### src/rtl/cbg_pkg.sv
// types and constants of the clocked burst generator
// stream payload layouts and configuration register indexes; no dependencies
`default_nettype none

package cbg_pkg;

  localparam int unsigned CHANCE_W   = 16;
  localparam int unsigned BURST_W    = 8;
  localparam int unsigned TICKS_W    = 16;
  localparam int unsigned CFG_IDX_W  = 2;
  localparam int unsigned CFG_DATA_W = 16;

  // payload fields: 74 bits, padded to 80
  localparam int unsigned IN_FIELDS_W = 2 + BURST_W + 4 * CHANCE_W;
  localparam int unsigned IN_W        = ((IN_FIELDS_W + 7) / 8) * 8;
  localparam int unsigned OUT_FIELDS_W = 5;
  localparam int unsigned OUT_W        = ((OUT_FIELDS_W + 7) / 8) * 8;

  localparam logic [TICKS_W-1:0] PULSE_TICKS_RST = TICKS_W'(48);

  typedef enum logic [CFG_IDX_W-1:0] {
    REG_RETRIGGER   = 2'd0,
    REG_BYPASS      = 2'd1,
    REG_PULSE_TICKS = 2'd2
  } cbg_reg_e;

  // packed structs list the msb first, so the last field comes first
  typedef struct packed {
    logic [IN_W-IN_FIELDS_W-1:0] pad;
    logic [CHANCE_W-1:0]         rand_pulse;
    logic [CHANCE_W-1:0]         rand_clock;
    logic [CHANCE_W-1:0]         pulse_chance;
    logic [CHANCE_W-1:0]         clock_chance;
    logic [BURST_W-1:0]          burst_length;
    logic                        trigger_level;
    logic                        clock_level;
  } cbg_in_t;

  typedef struct packed {
    logic [OUT_W-OUT_FIELDS_W-1:0] pad;
    logic                          clock_out;
    logic                          end_trigger;
    logic                          start_trigger;
    logic                          burst_gate;
    logic                          pulse_out;
  } cbg_out_t;

endpackage

`default_nettype wire

### src/rtl/clocked_burst_generator.sv
// clocked burst generator, one result per tick transaction; depends on cbg_pkg
// the result of each input transaction is registered in the output register
// throughput: one tick per cycle; the input stays ready while the output
// register is empty or being drained in the same cycle
// reset: asynchronous, no burst running, clock and pulse tests passed,
// trigger pulse length 48 ticks
`default_nettype none

module clocked_burst_generator #(
  parameter int unsigned MAX_BURST = 128
) (
  input  wire logic                          clk_i,
  input  wire logic                          rst_ni,
  // configuration write port
  input  wire logic                          cfg_we_i,
  input  wire logic [cbg_pkg::CFG_IDX_W-1:0]  cfg_idx_i,
  input  wire logic [cbg_pkg::CFG_DATA_W-1:0] cfg_wdata_i,
  // input ticks
  input  wire logic                          s_axis_tvalid,
  output      logic                          s_axis_tready,
  // clock_level, trigger_level, burst_length, clock_chance, pulse_chance,
  // rand_clock, rand_pulse, zero pad
  input  wire logic [cbg_pkg::IN_W-1:0]      s_axis_tdata,
  // results
  output      logic                          m_axis_tvalid,
  input  wire logic                          m_axis_tready,
  // pulse_out, burst_gate, start_trigger, end_trigger, clock_out, zero pad
  output      logic [cbg_pkg::OUT_W-1:0]     m_axis_tdata
);
  import cbg_pkg::*;

  localparam int unsigned CntW = $clog2(MAX_BURST + 1);
  localparam int unsigned CmpW = (CntW > BURST_W) ? CntW : BURST_W;

  // configuration
  logic               retrig_q;
  logic               bypass_q;
  logic [TICKS_W-1:0] pulse_ticks_q;

  // burst state; pulse count holds pulse_index + 1
  logic [CntW-1:0]    cnt_q, cnt_d;
  logic               in_burst_q, in_burst_d;
  logic               start_pend_q, start_pend_d;
  logic               clk_pass_q, clk_pass_d;
  logic               pls_pass_q, pls_pass_d;
  logic               last_clk_q, last_trig_q;
  logic [TICKS_W-1:0] start_left_q, start_left_d;
  logic [TICKS_W-1:0] end_left_q, end_left_d;

  logic               out_valid_q, out_valid_d;
  cbg_out_t           out_q, out_d;

  cbg_in_t            tick;
  logic               accept;
  logic [CmpW-1:0]    pulses;
  logic [CmpW-1:0]    bl_ext;
  logic               trig_acc;
  logic               last_clk_eff;
  logic               rise, fall;
  logic               start_out, end_out;

  assign tick          = cbg_in_t'(s_axis_tdata);
  assign s_axis_tready = !out_valid_q || m_axis_tready;
  assign accept        = s_axis_tvalid && s_axis_tready;
  assign m_axis_tvalid = out_valid_q;
  assign m_axis_tdata  = out_q;

  always_ff @(posedge clk_i or negedge rst_ni) begin
    if (!rst_ni) begin
      retrig_q      <= 1'b0;
      bypass_q      <= 1'b0;
      pulse_ticks_q <= PULSE_TICKS_RST;
    end else if (cfg_we_i) begin
      unique case (cbg_reg_e'(cfg_idx_i))
        REG_RETRIGGER:   retrig_q      <= cfg_wdata_i[0];
        REG_BYPASS:      bypass_q      <= cfg_wdata_i[0];
        REG_PULSE_TICKS: pulse_ticks_q <= cfg_wdata_i[TICKS_W-1:0];
        default: ;
      endcase
    end
  end

  always_comb begin
    // burst length clamped to one..MAX_BURST
    bl_ext = CmpW'(tick.burst_length);
    if (bl_ext == '0) begin
      pulses = CmpW'(1);
    end else if (bl_ext > CmpW'(MAX_BURST)) begin
      pulses = CmpW'(MAX_BURST);
    end else begin
      pulses = bl_ext;
    end

    trig_acc     = tick.trigger_level && !last_trig_q && (!in_burst_q || retrig_q);
    // an accepted trigger lets a clock that is already high count as a rising edge
    last_clk_eff = trig_acc ? 1'b0 : last_clk_q;
    start_pend_d = trig_acc || start_pend_q;
    cnt_d        = trig_acc ? '0 : cnt_q;

    rise = tick.clock_level && !last_clk_eff;
    fall = !tick.clock_level && last_clk_eff;

    clk_pass_d = clk_pass_q;
    pls_pass_d = pls_pass_q;
    in_burst_d = in_burst_q;

    if (rise) begin
      clk_pass_d = tick.rand_clock <= tick.clock_chance;
      pls_pass_d = clk_pass_d && (tick.rand_pulse <= tick.pulse_chance);
      if (start_pend_d || in_burst_q) begin
        if (clk_pass_d && (CmpW'(cnt_d) >= pulses)) begin
          cnt_d      = '0;
          in_burst_d = 1'b0;
        end else begin
          if (clk_pass_d) begin
            cnt_d = cnt_d + CntW'(1);
          end
          in_burst_d = 1'b1;
        end
        start_pend_d = 1'b0;
      end
    end

    if (fall && (CmpW'(cnt_d) >= pulses)) begin
      in_burst_d = 1'b0;
    end

    // start and end trigger pulses
    start_left_d = start_left_q;
    start_out    = 1'b0;
    if (!in_burst_q && in_burst_d) begin
      if (pulse_ticks_q > start_left_q) begin
        start_left_d = pulse_ticks_q;
      end
    end else if (start_left_q != '0) begin
      start_left_d = start_left_q - TICKS_W'(1);
      start_out    = 1'b1;
    end

    end_left_d = end_left_q;
    end_out    = 1'b0;
    if (in_burst_q && !in_burst_d) begin
      if (pulse_ticks_q > end_left_q) begin
        end_left_d = pulse_ticks_q;
      end
    end else if (end_left_q != '0) begin
      end_left_d = end_left_q - TICKS_W'(1);
      end_out    = 1'b1;
    end

    out_d               = '0;
    out_d.pulse_out     = in_burst_d && pls_pass_d && tick.clock_level;
    out_d.burst_gate    = in_burst_d;
    out_d.start_trigger = start_out;
    out_d.end_trigger   = end_out;
    out_d.clock_out     = (bypass_q || clk_pass_d) && tick.clock_level;

    if (accept) begin
      out_valid_d = 1'b1;
    end else if (m_axis_tready) begin
      out_valid_d = 1'b0;
    end else begin
      out_valid_d = out_valid_q;
    end
  end

  always_ff @(posedge clk_i or negedge rst_ni) begin
    if (!rst_ni) begin
      cnt_q        <= '0;
      in_burst_q   <= 1'b0;
      start_pend_q <= 1'b0;
      clk_pass_q   <= 1'b1;
      pls_pass_q   <= 1'b1;
      last_clk_q   <= 1'b0;
      last_trig_q  <= 1'b0;
      start_left_q <= '0;
      end_left_q   <= '0;
      out_valid_q  <= 1'b0;
    end else begin
      out_valid_q <= out_valid_d;
      if (accept) begin
        cnt_q        <= cnt_d;
        in_burst_q   <= in_burst_d;
        start_pend_q <= start_pend_d;
        clk_pass_q   <= clk_pass_d;
        pls_pass_q   <= pls_pass_d;
        last_clk_q   <= tick.clock_level;
        last_trig_q  <= tick.trigger_level;
        start_left_q <= start_left_d;
        end_left_q   <= end_left_d;
      end
    end
  end

  always_ff @(posedge clk_i) begin
    if (accept) begin
      out_q <= out_d;
    end
  end

endmodule

`default_nettype wire

### config.mk
export PLATFORM = sky130hd
export DESIGN_NAME = clocked_burst_generator
export DESIGN_NICKNAME = d
export VERILOG_FILES = /design/src/rtl/cbg_pkg.sv /design/src/rtl/clocked_burst_generator.sv
export SDC_FILE = /design/constraint.sdc
export NUM_CORES = 1
export LEC_CHECK = 0
export ABC_AREA = 1
export BUFFER_PORTS_ARGS = -buffer_cell sky130_fd_sc_hd__buf_2
export CAP_MARGIN = 0
export CORE_ASPECT_RATIO = 0.7
export CORE_UTILIZATION = 40
export DETAILED_ROUTE_END_ITERATION = 7
export MAX_ROUTING_LAYER = met4
export RECOVER_POWER = 25
export SLEW_MARGIN = 20
export SYNTH_ARGS = -nofsm -noshare
export SYNTH_HDL_FRONTEND = slang
export SYNTH_SLANG_ARGS = --single-unit
### constraint.sdc
create_clock -name clk_i -period 7.5 [get_ports clk_i]
set_clock_uncertainty 0.15 [all_clocks]
set_input_delay 1.125 -clock clk_i [delete_from_list [all_inputs] [get_ports clk_i]]
set_output_delay 1.125 -clock clk_i [all_outputs]
set_load 0.02 [all_outputs]
==> summary.txt, run 1 <==
Status
  • Status: finished with violations
  • Failing checks: capacitance limit, slew limit

Global route
  • Final global-route overflow total: 0
  • Global-route usage over all layers: 0.201
  • Wire length of the first global-routing pass: 26,100 um
  • Antenna violations before repair: 0
  • Via count of the first global-routing pass: 5,369
  • Pin count of the biggest net entering global routing: 66

Critical path
  • CP Data Required Time: 7620 ps
  • Max Fanout on Critical Path: 22
  • Buffering stage count on the worst path with inverters included: 5
  • Largest delay contributor family on the critical path: simple AND/OR/NAND/NOR gates
  • Category of the worst setup path capture point: flip-flop
  • CP max stage delay: 510 ps
  • Slowest-stage cell, CP: or4_1
  • Startpoint types: input port
  • Most prevalent standard cell on the critical path: nand2_1
  • Data arrival time of the critical path: 6090 ps
  • Crit path kind: input port to flip-flop

Place
  • Placed standard-cell area: 7120 um2
  • Dpl hpwl: 11,900 um
  • Port-buffer cells: 103
  • Worst slack after detailed placement: 1290 ps
  • Routability Congestion: 0.876

STA
  • Max-slew violation count: 66
  • Setup ws final: 1530 ps
  • Achievable Freq: 168 MHz
  • Relative max-transition margin: -1.40
  • Setup repair after global routing missed its margin: false
  • Number of endpoints with negative hold slack in the final report: 0
  • Part of the cycle the worst path needs: 0.795
  • Tightest Pin Transition: 3600 ps
  • Final critical delay including setup and external delays: 5970 ps
  • Total negative slack: 0 ps
  • Total of endpoints with negative setup slack in the final report: 0
  • Post-Route Hold Slack: 331 ps

Layout
  • Synthesis-to-finish area growth: 14.3%
  • Count of antenna diodes in the layout: 0
  • Fillers: 1,552
  • Proportion of layout cells with a drive suffix above 1: 0.185
  • Final instance area: 7400 um2
  • Share of the core filled with cells in the final layout: 0.473
  • Nets: 1,168

CTS
  • CTS tree: yes
  • Maximum buffer depth of the clock tree: 2
  • Post-CTS setup buffer count: 0
  • Number of gates resized after CTS: 0
  • TritonCTS buffer count: 9
  • Hold Buf Count CTS: 0
  • Clock sink total: 70
  • Clock-pin slew of the registers on the worst-case setup and hold paths: 60 ps
  • # H-tree levels: 3
  • Root buf cell: clkbuf_16
  • Source-to-sink clock delay at the later pin of the worst-skew pair: 340 ps

Power and ir drop
  • Fraction of power spent switching nets: 0.467
  • Part of the power in the clock network: 0.188
  • Peak supply drop: 0.000119 V
  • Switching power total: 1.01 mW
  • Static leakage: 4.07 nW
  • Combinational group share of total power: 0.520
  • Sequential share of power: 0.292
  • Power per Cell Area: 292 nW/um2
  • Internal Dissipation: 1.15 mW

Route
  • First drt pass iteration count: 5
  • Vias after detailed routing: 5,881
  • Final Routed Wirelength: 15,400 um
  • Number of DRC markers in iteration 0: 322
  • Average wire per standard cell: 13.0 um
  • Antenna-violating nets left: 0
  • Detail-routed via count per cell: 4.95
  • DRC violations left: 0

Min path
  • HP Class: flip-flop to flip-flop

Floorplan
  • Floorplan die width: 154 um
  • Placeable core area: 15,600 um2
  • Number of standard-cell rows in the floorplan: 38
  • Total die area: 16,700 um2
  • Starting Density: 0.414
  • Number of primary I/O pins: 113
  • Vertical die dimension: 108 um

Synth
  • Seq cells post-synth: 70
  • Synthesized cell area: 6470 um2
  • Fraction of the yosys area taken by sequential cells: 0.275
  • Number of different library cells in the post-synthesis netlist: 51
  • Synthesis warning total: 0
  • Post-synthesis instance total: 886
  • Average size of a mapped cell: 7.31 um2

Run
  • Max-cap viol count: 1
per-stage QoR:
stage / cells / power [mW]
after floorplan: 888 / 1.51
after global placement: 1171 / 1.74
after detailed placement: 1171 / 1.75
after CTS: 1187 / 2.17
after global routing: 1187 / 2.38
final: 1187 / 2.16
Yosys cell counts, drive strengths merged:
cell type | instances | area share
nor2 | 63 | 0.046
or2 | 1 | 0.00097
o2111ai | 2 | 0.0027
or4 | 1 | 0.0012
mux2 | 15 | 0.026
nand4 | 31 | 0.030
nand3b | 3 | 0.0035
xor2 | 24 | 0.032
o21ai | 32 | 0.025
and3 | 1 | 0.00097
nor4b | 1 | 0.0014
dfstp | 4 | 0.016
buf | 14 | 0.019
nor4 | 4 | 0.0039
clkinv | 2 | 0.0012
a21oi | 36 | 0.028
o21bai | 1 | 0.0012
a211oi | 3 | 0.0043
nand2 | 264 | 0.17
edfxtp | 5 | 0.023
ha | 83 | 0.16
o211ai | 2 | 0.0023
o22ai | 1 | 0.00097
nand3 | 80 | 0.067
conb | 1 | 0.00058
and2 | 1 | 0.00097
a21o | 2 | 0.0023
nor3 | 11 | 0.0093
dfrtp | 61 | 0.24
o21a | 1 | 0.0012
inv | 125 | 0.074
clkbuf | 10 | 0.0058
o31ai | 1 | 0.0012
cells by family after synthesis:
group                      after synthesis  synth area share
DFF                                     70             0.275
buffers and inverters                  151            0.0999
xor gates and xnor gates                24            0.0325
and+or+nand+nor                        461             0.337
other                                    1          0.000579
muxes                                   15            0.0261
AOI/OAI and AO/OA                       81            0.0686
adders and majority gates               83             0.160
worst register-to-register path, delay by kind of cell, from the launching register on:
kind | cells | cell delay [ps]
AOI/OAI and AO/OA | 3 | 480
and+or+nand+nor | 18 | 2760
adders and majority gates | 2 | 500
DFF | 1 | 320
buffers and inverters | 5 | 860
power groups by stage:
stage	Combinational [mW]	Clock (mW)	Sequential, mW
2_1_floorplan	0.908	0	0.601
3_3_place_gp	1.10	0	0.635
3_5_place_dp	1.12	0	0.634
4_1_cts	1.13	0.418	0.629
5_1_grt	1.30	0.432	0.648
6_report	1.13	0.407	0.631
sequential cells by signal, summed over array words and instances, names as in the netlist:
register and cells:
in_burst_q 1, end_left_q 16, last_clk_q 1, cnt_q 8
start_pend_q 1, retrig_q 1, pls_pass_q 1, m_axis_tdata 5
pulse_ticks_q 16, clk_pass_q 1, bypass_q 1, m_axis_tvalid 1
start_left_q 16, last_trig_q 1
metal layers:
layer / global-route usage / vias to the layer above / wire length, um
li1: - / 3091 / -
met3: 0.0293 / 6 / 718
met1: 0.296 / 2633 / 8470
met4: 0.0379 / 0 / 68
met2: 0.291 / 151 / 6180
met5: - / - / 0
path summary, 6_finish.rpt:
path | startpoint | depth (start not counted) | end | slack [ps]
max in group asynchronous | rst_ni | 2 | start_pend_q$_DFFE_PN0P_ | 3210
min in group asynchronous | rst_ni | 2 | start_left_q[2]$_DFFE_PN0P_ | 1970
worst min-delay path | end_left_q[1]$_DFFE_PN0P_ | 2 | end_left_q[1]$_DFFE_PN0P_ | 330
worst max register to register | in_burst_q$_DFFE_PN0P_ | 28 | end_left_q[3]$_DFFE_PN0P_ | 2370
worst max-delay path | s_axis_tdata[2] | 29 | end_left_q[3]$_DFFE_PN0P_ | 1530
worst min register to register | end_left_q[1]$_DFFE_PN0P_ | 2 | end_left_q[1]$_DFFE_PN0P_ | 330
cells in the final DEF, fill, tap and decap left out, types with 10 or more instances in the layout:
master / n
a21oi_1: 36
buf_2: 102
dfrtp_1: 61
ha_1: 83
inv_1: 118
mux2_2: 15
nand2_1: 241
nand2_2: 13
nand3_1: 76
nand4_1: 31
nor2_1: 56
nor3_1: 10
o21ai_0: 30
xor2_1: 24
cell type report:
type / instances / area (um2) / area share
multi-input cells: 667 / 4050 / 0.548
flip-flops and latches: 70 / 1780 / 0.241
repair buffers: 107 / 541 / 0.0731
inverters: 127 / 489 / 0.0661
well taps: 200 / 250 / 0.0338
clock buffers: 10 / 239 / 0.0323
clock inverters: 6 / 45.0 / 0.00609
Power figures use the tool's default switching activity.
==> run 2: changes to the inputs <==
clock period = 5.16 ns   (was 7.5 ns; I/O delays follow)
==> run 2 against run 1 <==
- via count rose by 1.0%
- highest routed layer unchanged
- hold slack got worse by 1.4 ps
- clock power rose by 41%
- the run still ends with capacitance limit, slew limit left
- critical path type unchanged
==> summary.txt, run 2 (synthesis gave the netlist of run 1 again) <==
CTS
  • Source-to-sink clock delay at the later pin of the worst-skew pair: 330 ps (about the same)
  • # H-tree levels: 3 (unchanged)
  • TritonCTS buffer count: 9 (unchanged)
  • CTS tree: yes
  • Root buf cell: clkbuf_16
  • Maximum buffer depth of the clock tree: 2 (unchanged)
  • Post-CTS setup buffer count: 0 (unchanged)
  • Clock-pin slew of the registers on the worst-case setup and hold paths: 60 ps (about the same)
  • Clock sink total: 70 (unchanged)

Power and ir drop
  • Power per Cell Area: 419 nW/um2 (+43%)
  • Tot Pwr: 3.22 mW (+49%)
  • Peak supply drop: 0.000182 V (+53%)
  • Static leakage: 4.22 nW (+3.9%)

Route
  • Detail-routed via count per cell: 4.87 (-1.6%)
  • Antenna-violating nets left: 0 (unchanged)
  • Average wire per standard cell: 12.8 um (-1.9%)
  • Final Routed Wirelength: 15,600 um (+0.79%)
  • DRC violations left: 0 (unchanged)
  • Number of DRC markers in iteration 0: 354 (+9.9%)
  • First drt pass iteration count: 5 (unchanged)
  • Vias after detailed routing: 5,942 (+1.0%)

Place
  • Post-Place Cells: 1,203 (+2.7%)
  • Dpl hpwl: 12,400 um (+4.0%)
  • Worst slack after detailed placement: -122 ps (-1410 ps)
  • Port-buffer cells: 103 (unchanged)
  • Routability Congestion: 0.890 (+1.6%)

Floorplan
  • Floorplan die width: 154 um (unchanged)
  • Vertical die dimension: 108 um (unchanged)
  • Number of standard-cell rows in the floorplan: 38 (unchanged)
  • Starting Density: 0.414 (unchanged)
  • Number of primary I/O pins: 113 (unchanged)
  • Total die area: 16,700 um2 (unchanged)
  • Placeable core area: 15,600 um2 (unchanged)

Layout
  • Biggest registers after layout: end_left_q x16, pulse_ticks_q x16, start_left_q x16
  • Most common cell after layout, fill and taps aside: nand2_1
  • Synthesis-to-finish area growth: 18.7%
  • Count of antenna diodes in the layout: 0 (unchanged)
  • Commonest cells after routing, fill and taps aside: nand2_1 (240), inv_1 (117), buf_2 (98), ha_1 (83), nand3_1 (75)
  • Number of standard cells in the final layout excluding fillers: 1,219 (+2.7%)
  • Nets: 1,200 (+2.7%)
  • Fillers: 1,570 (+1.2%)
  • Proportion of layout cells with a drive suffix above 1: 0.213 (+0.0275)

Critical path
  • Max Fanout on Critical Path: 16 (-27%)
  • CP Data Required Time: 5280 ps (-2340 ps)
  • Startpoint types: input port
  • Data arrival time of the critical path: 4900 ps (-1190 ps)
  • Category of the worst setup path capture point: flip-flop
  • FF-to-FF path depth: 26 (-7.1%)
  • Crit path kind: input port to flip-flop

STA
  • Setup ws final: 374 ps (-1160 ps)
  • Max-slew violation count: 31 (-53%)
  • Setup repair after global routing missed its margin: false
  • Total of endpoints with negative setup slack in the final report: 0 (unchanged)
  • Part of the cycle the worst path needs: 0.927
  • Relative max-transition margin: -0.188 (+1.21)
  • Number of endpoints with negative hold slack in the final report: 0 (unchanged)
  • Final critical delay including setup and external delays: 4790 ps
  • Tightest Pin Transition: 1780 ps (-1820 ps)
  • Total negative slack: 0 ps (unchanged)
  • Achievable Freq: 209 MHz

Status
  • Status: finished with violations
  • Failing checks: capacitance limit, slew limit

Global route
  • Global-route usage over all layers: 0.202 (+0.000817)
  • Antenna violations before repair: 0 (unchanged)
  • Wire length of the first global-routing pass: 26,500 um (+1.3%)
  • Final global-route overflow total: 0 (unchanged)
  • Pin count of the biggest net entering global routing: 37 (-44%)
  • Via count of the first global-routing pass: 5,481 (+2.1%)

Run
  • Max-cap viol count: 1 (unchanged)

Min path
  • Cell depth of the worst hold path: 2 (unchanged)
  • HP Class: flip-flop to flip-flop
run 2: worst paths after layout:
| path | to | slack [ps] | from |
|---|---|---|---|
| setup / recovery | start_left_q[12]$_DFFE_PN0P_ | 370 | s_axis_tdata[2] |
| hold / removal | end_left_q[1]$_DFFE_PN0P_ | 330 | end_left_q[1]$_DFFE_PN0P_ |
| setup reg to reg | start_left_q[12]$_DFFE_PN0P_ | 980 | last_trig_q$_DFFE_PN0P_ |
| hold reg to reg | end_left_q[1]$_DFFE_PN0P_ | 330 | end_left_q[1]$_DFFE_PN0P_ |
| max in group asynchronous | pls_pass_q$_DFFE_PN1P_ | 2780 | rst_ni |
| min in group asynchronous | pulse_ticks_q[1]$_DFFE_PN0P_ | 770 | rst_ni |
run 2: through the flow:
stage / instance area (um2) / util / hold WS [ps]
floorplan: 6480 / - / 299
global placement: 7360 / 0.470 / 317
detailed placement: 7360 / 0.470 / 319
CTS: 7630 / 0.488 / 335
global route: 7680 / 0.491 / 371
finish: 7680 / 0.491 / 329
run 2: report_power, final:
part,internal (mW),switching [mW],total (mW)
registers,0.724,0.193,0.917
logic,0.685,1.05,1.73
clock network,0.352,0.221,0.573
run 2: layout make-up:
| type | instances | area [um2] | area share |
|---|---|---|---|
| multi-input cells | 667 | 4100 | 0.534 |
| flip-flops and latches | 70 | 1780 | 0.232 |
| repair buffers | 139 | 787 | 0.102 |
| inverters | 127 | 489 | 0.0637 |
| clock buffers | 15 | 268 | 0.0348 |
| well taps | 200 | 250 | 0.0326 |
| clock inverters | 1 | 5.00 | 0.000651 |
run 2: metal layers:
layer  up-vias  global-route usage  wire (um)  part of all wire
met5         -                   -          0                 0
met4         0              0.0271         68            0.0044
met3         7              0.0409        755             0.049
met2       128               0.276       5940              0.38
met1      2663               0.306       8800              0.57
li1       3144                   -          -                 -
run 2: timing repair:
item / 4_1_cts / 5_1_grt
gates resized for setup: 0 / 14
hold buffers: 0 / 0
setup endpoints to repair: 0 / 36
run 2: worst max-delay path, cell delays in order:
cell and delay [ps]:
buf_2 110, or4_4 550, nor4_4 170, nor2_1 100
inv_2 90, nand2_1 70, ha_1 290, a21oi_1 160
nor2_1 60, a211oi_2 310, nand3_2 160, nand2_2 130
nor2_2 50, inv_1 110, nand3_1 110, inv_1 70
ha_1 230, a21oi_1 150, o21ai_1 90, nand2_1 80
o2111ai_2 110, nand3_2 150, buf_4 160, nand4_1 140
nand2_4 140, buf_8 160, nand3_1 80, nand2_1 100
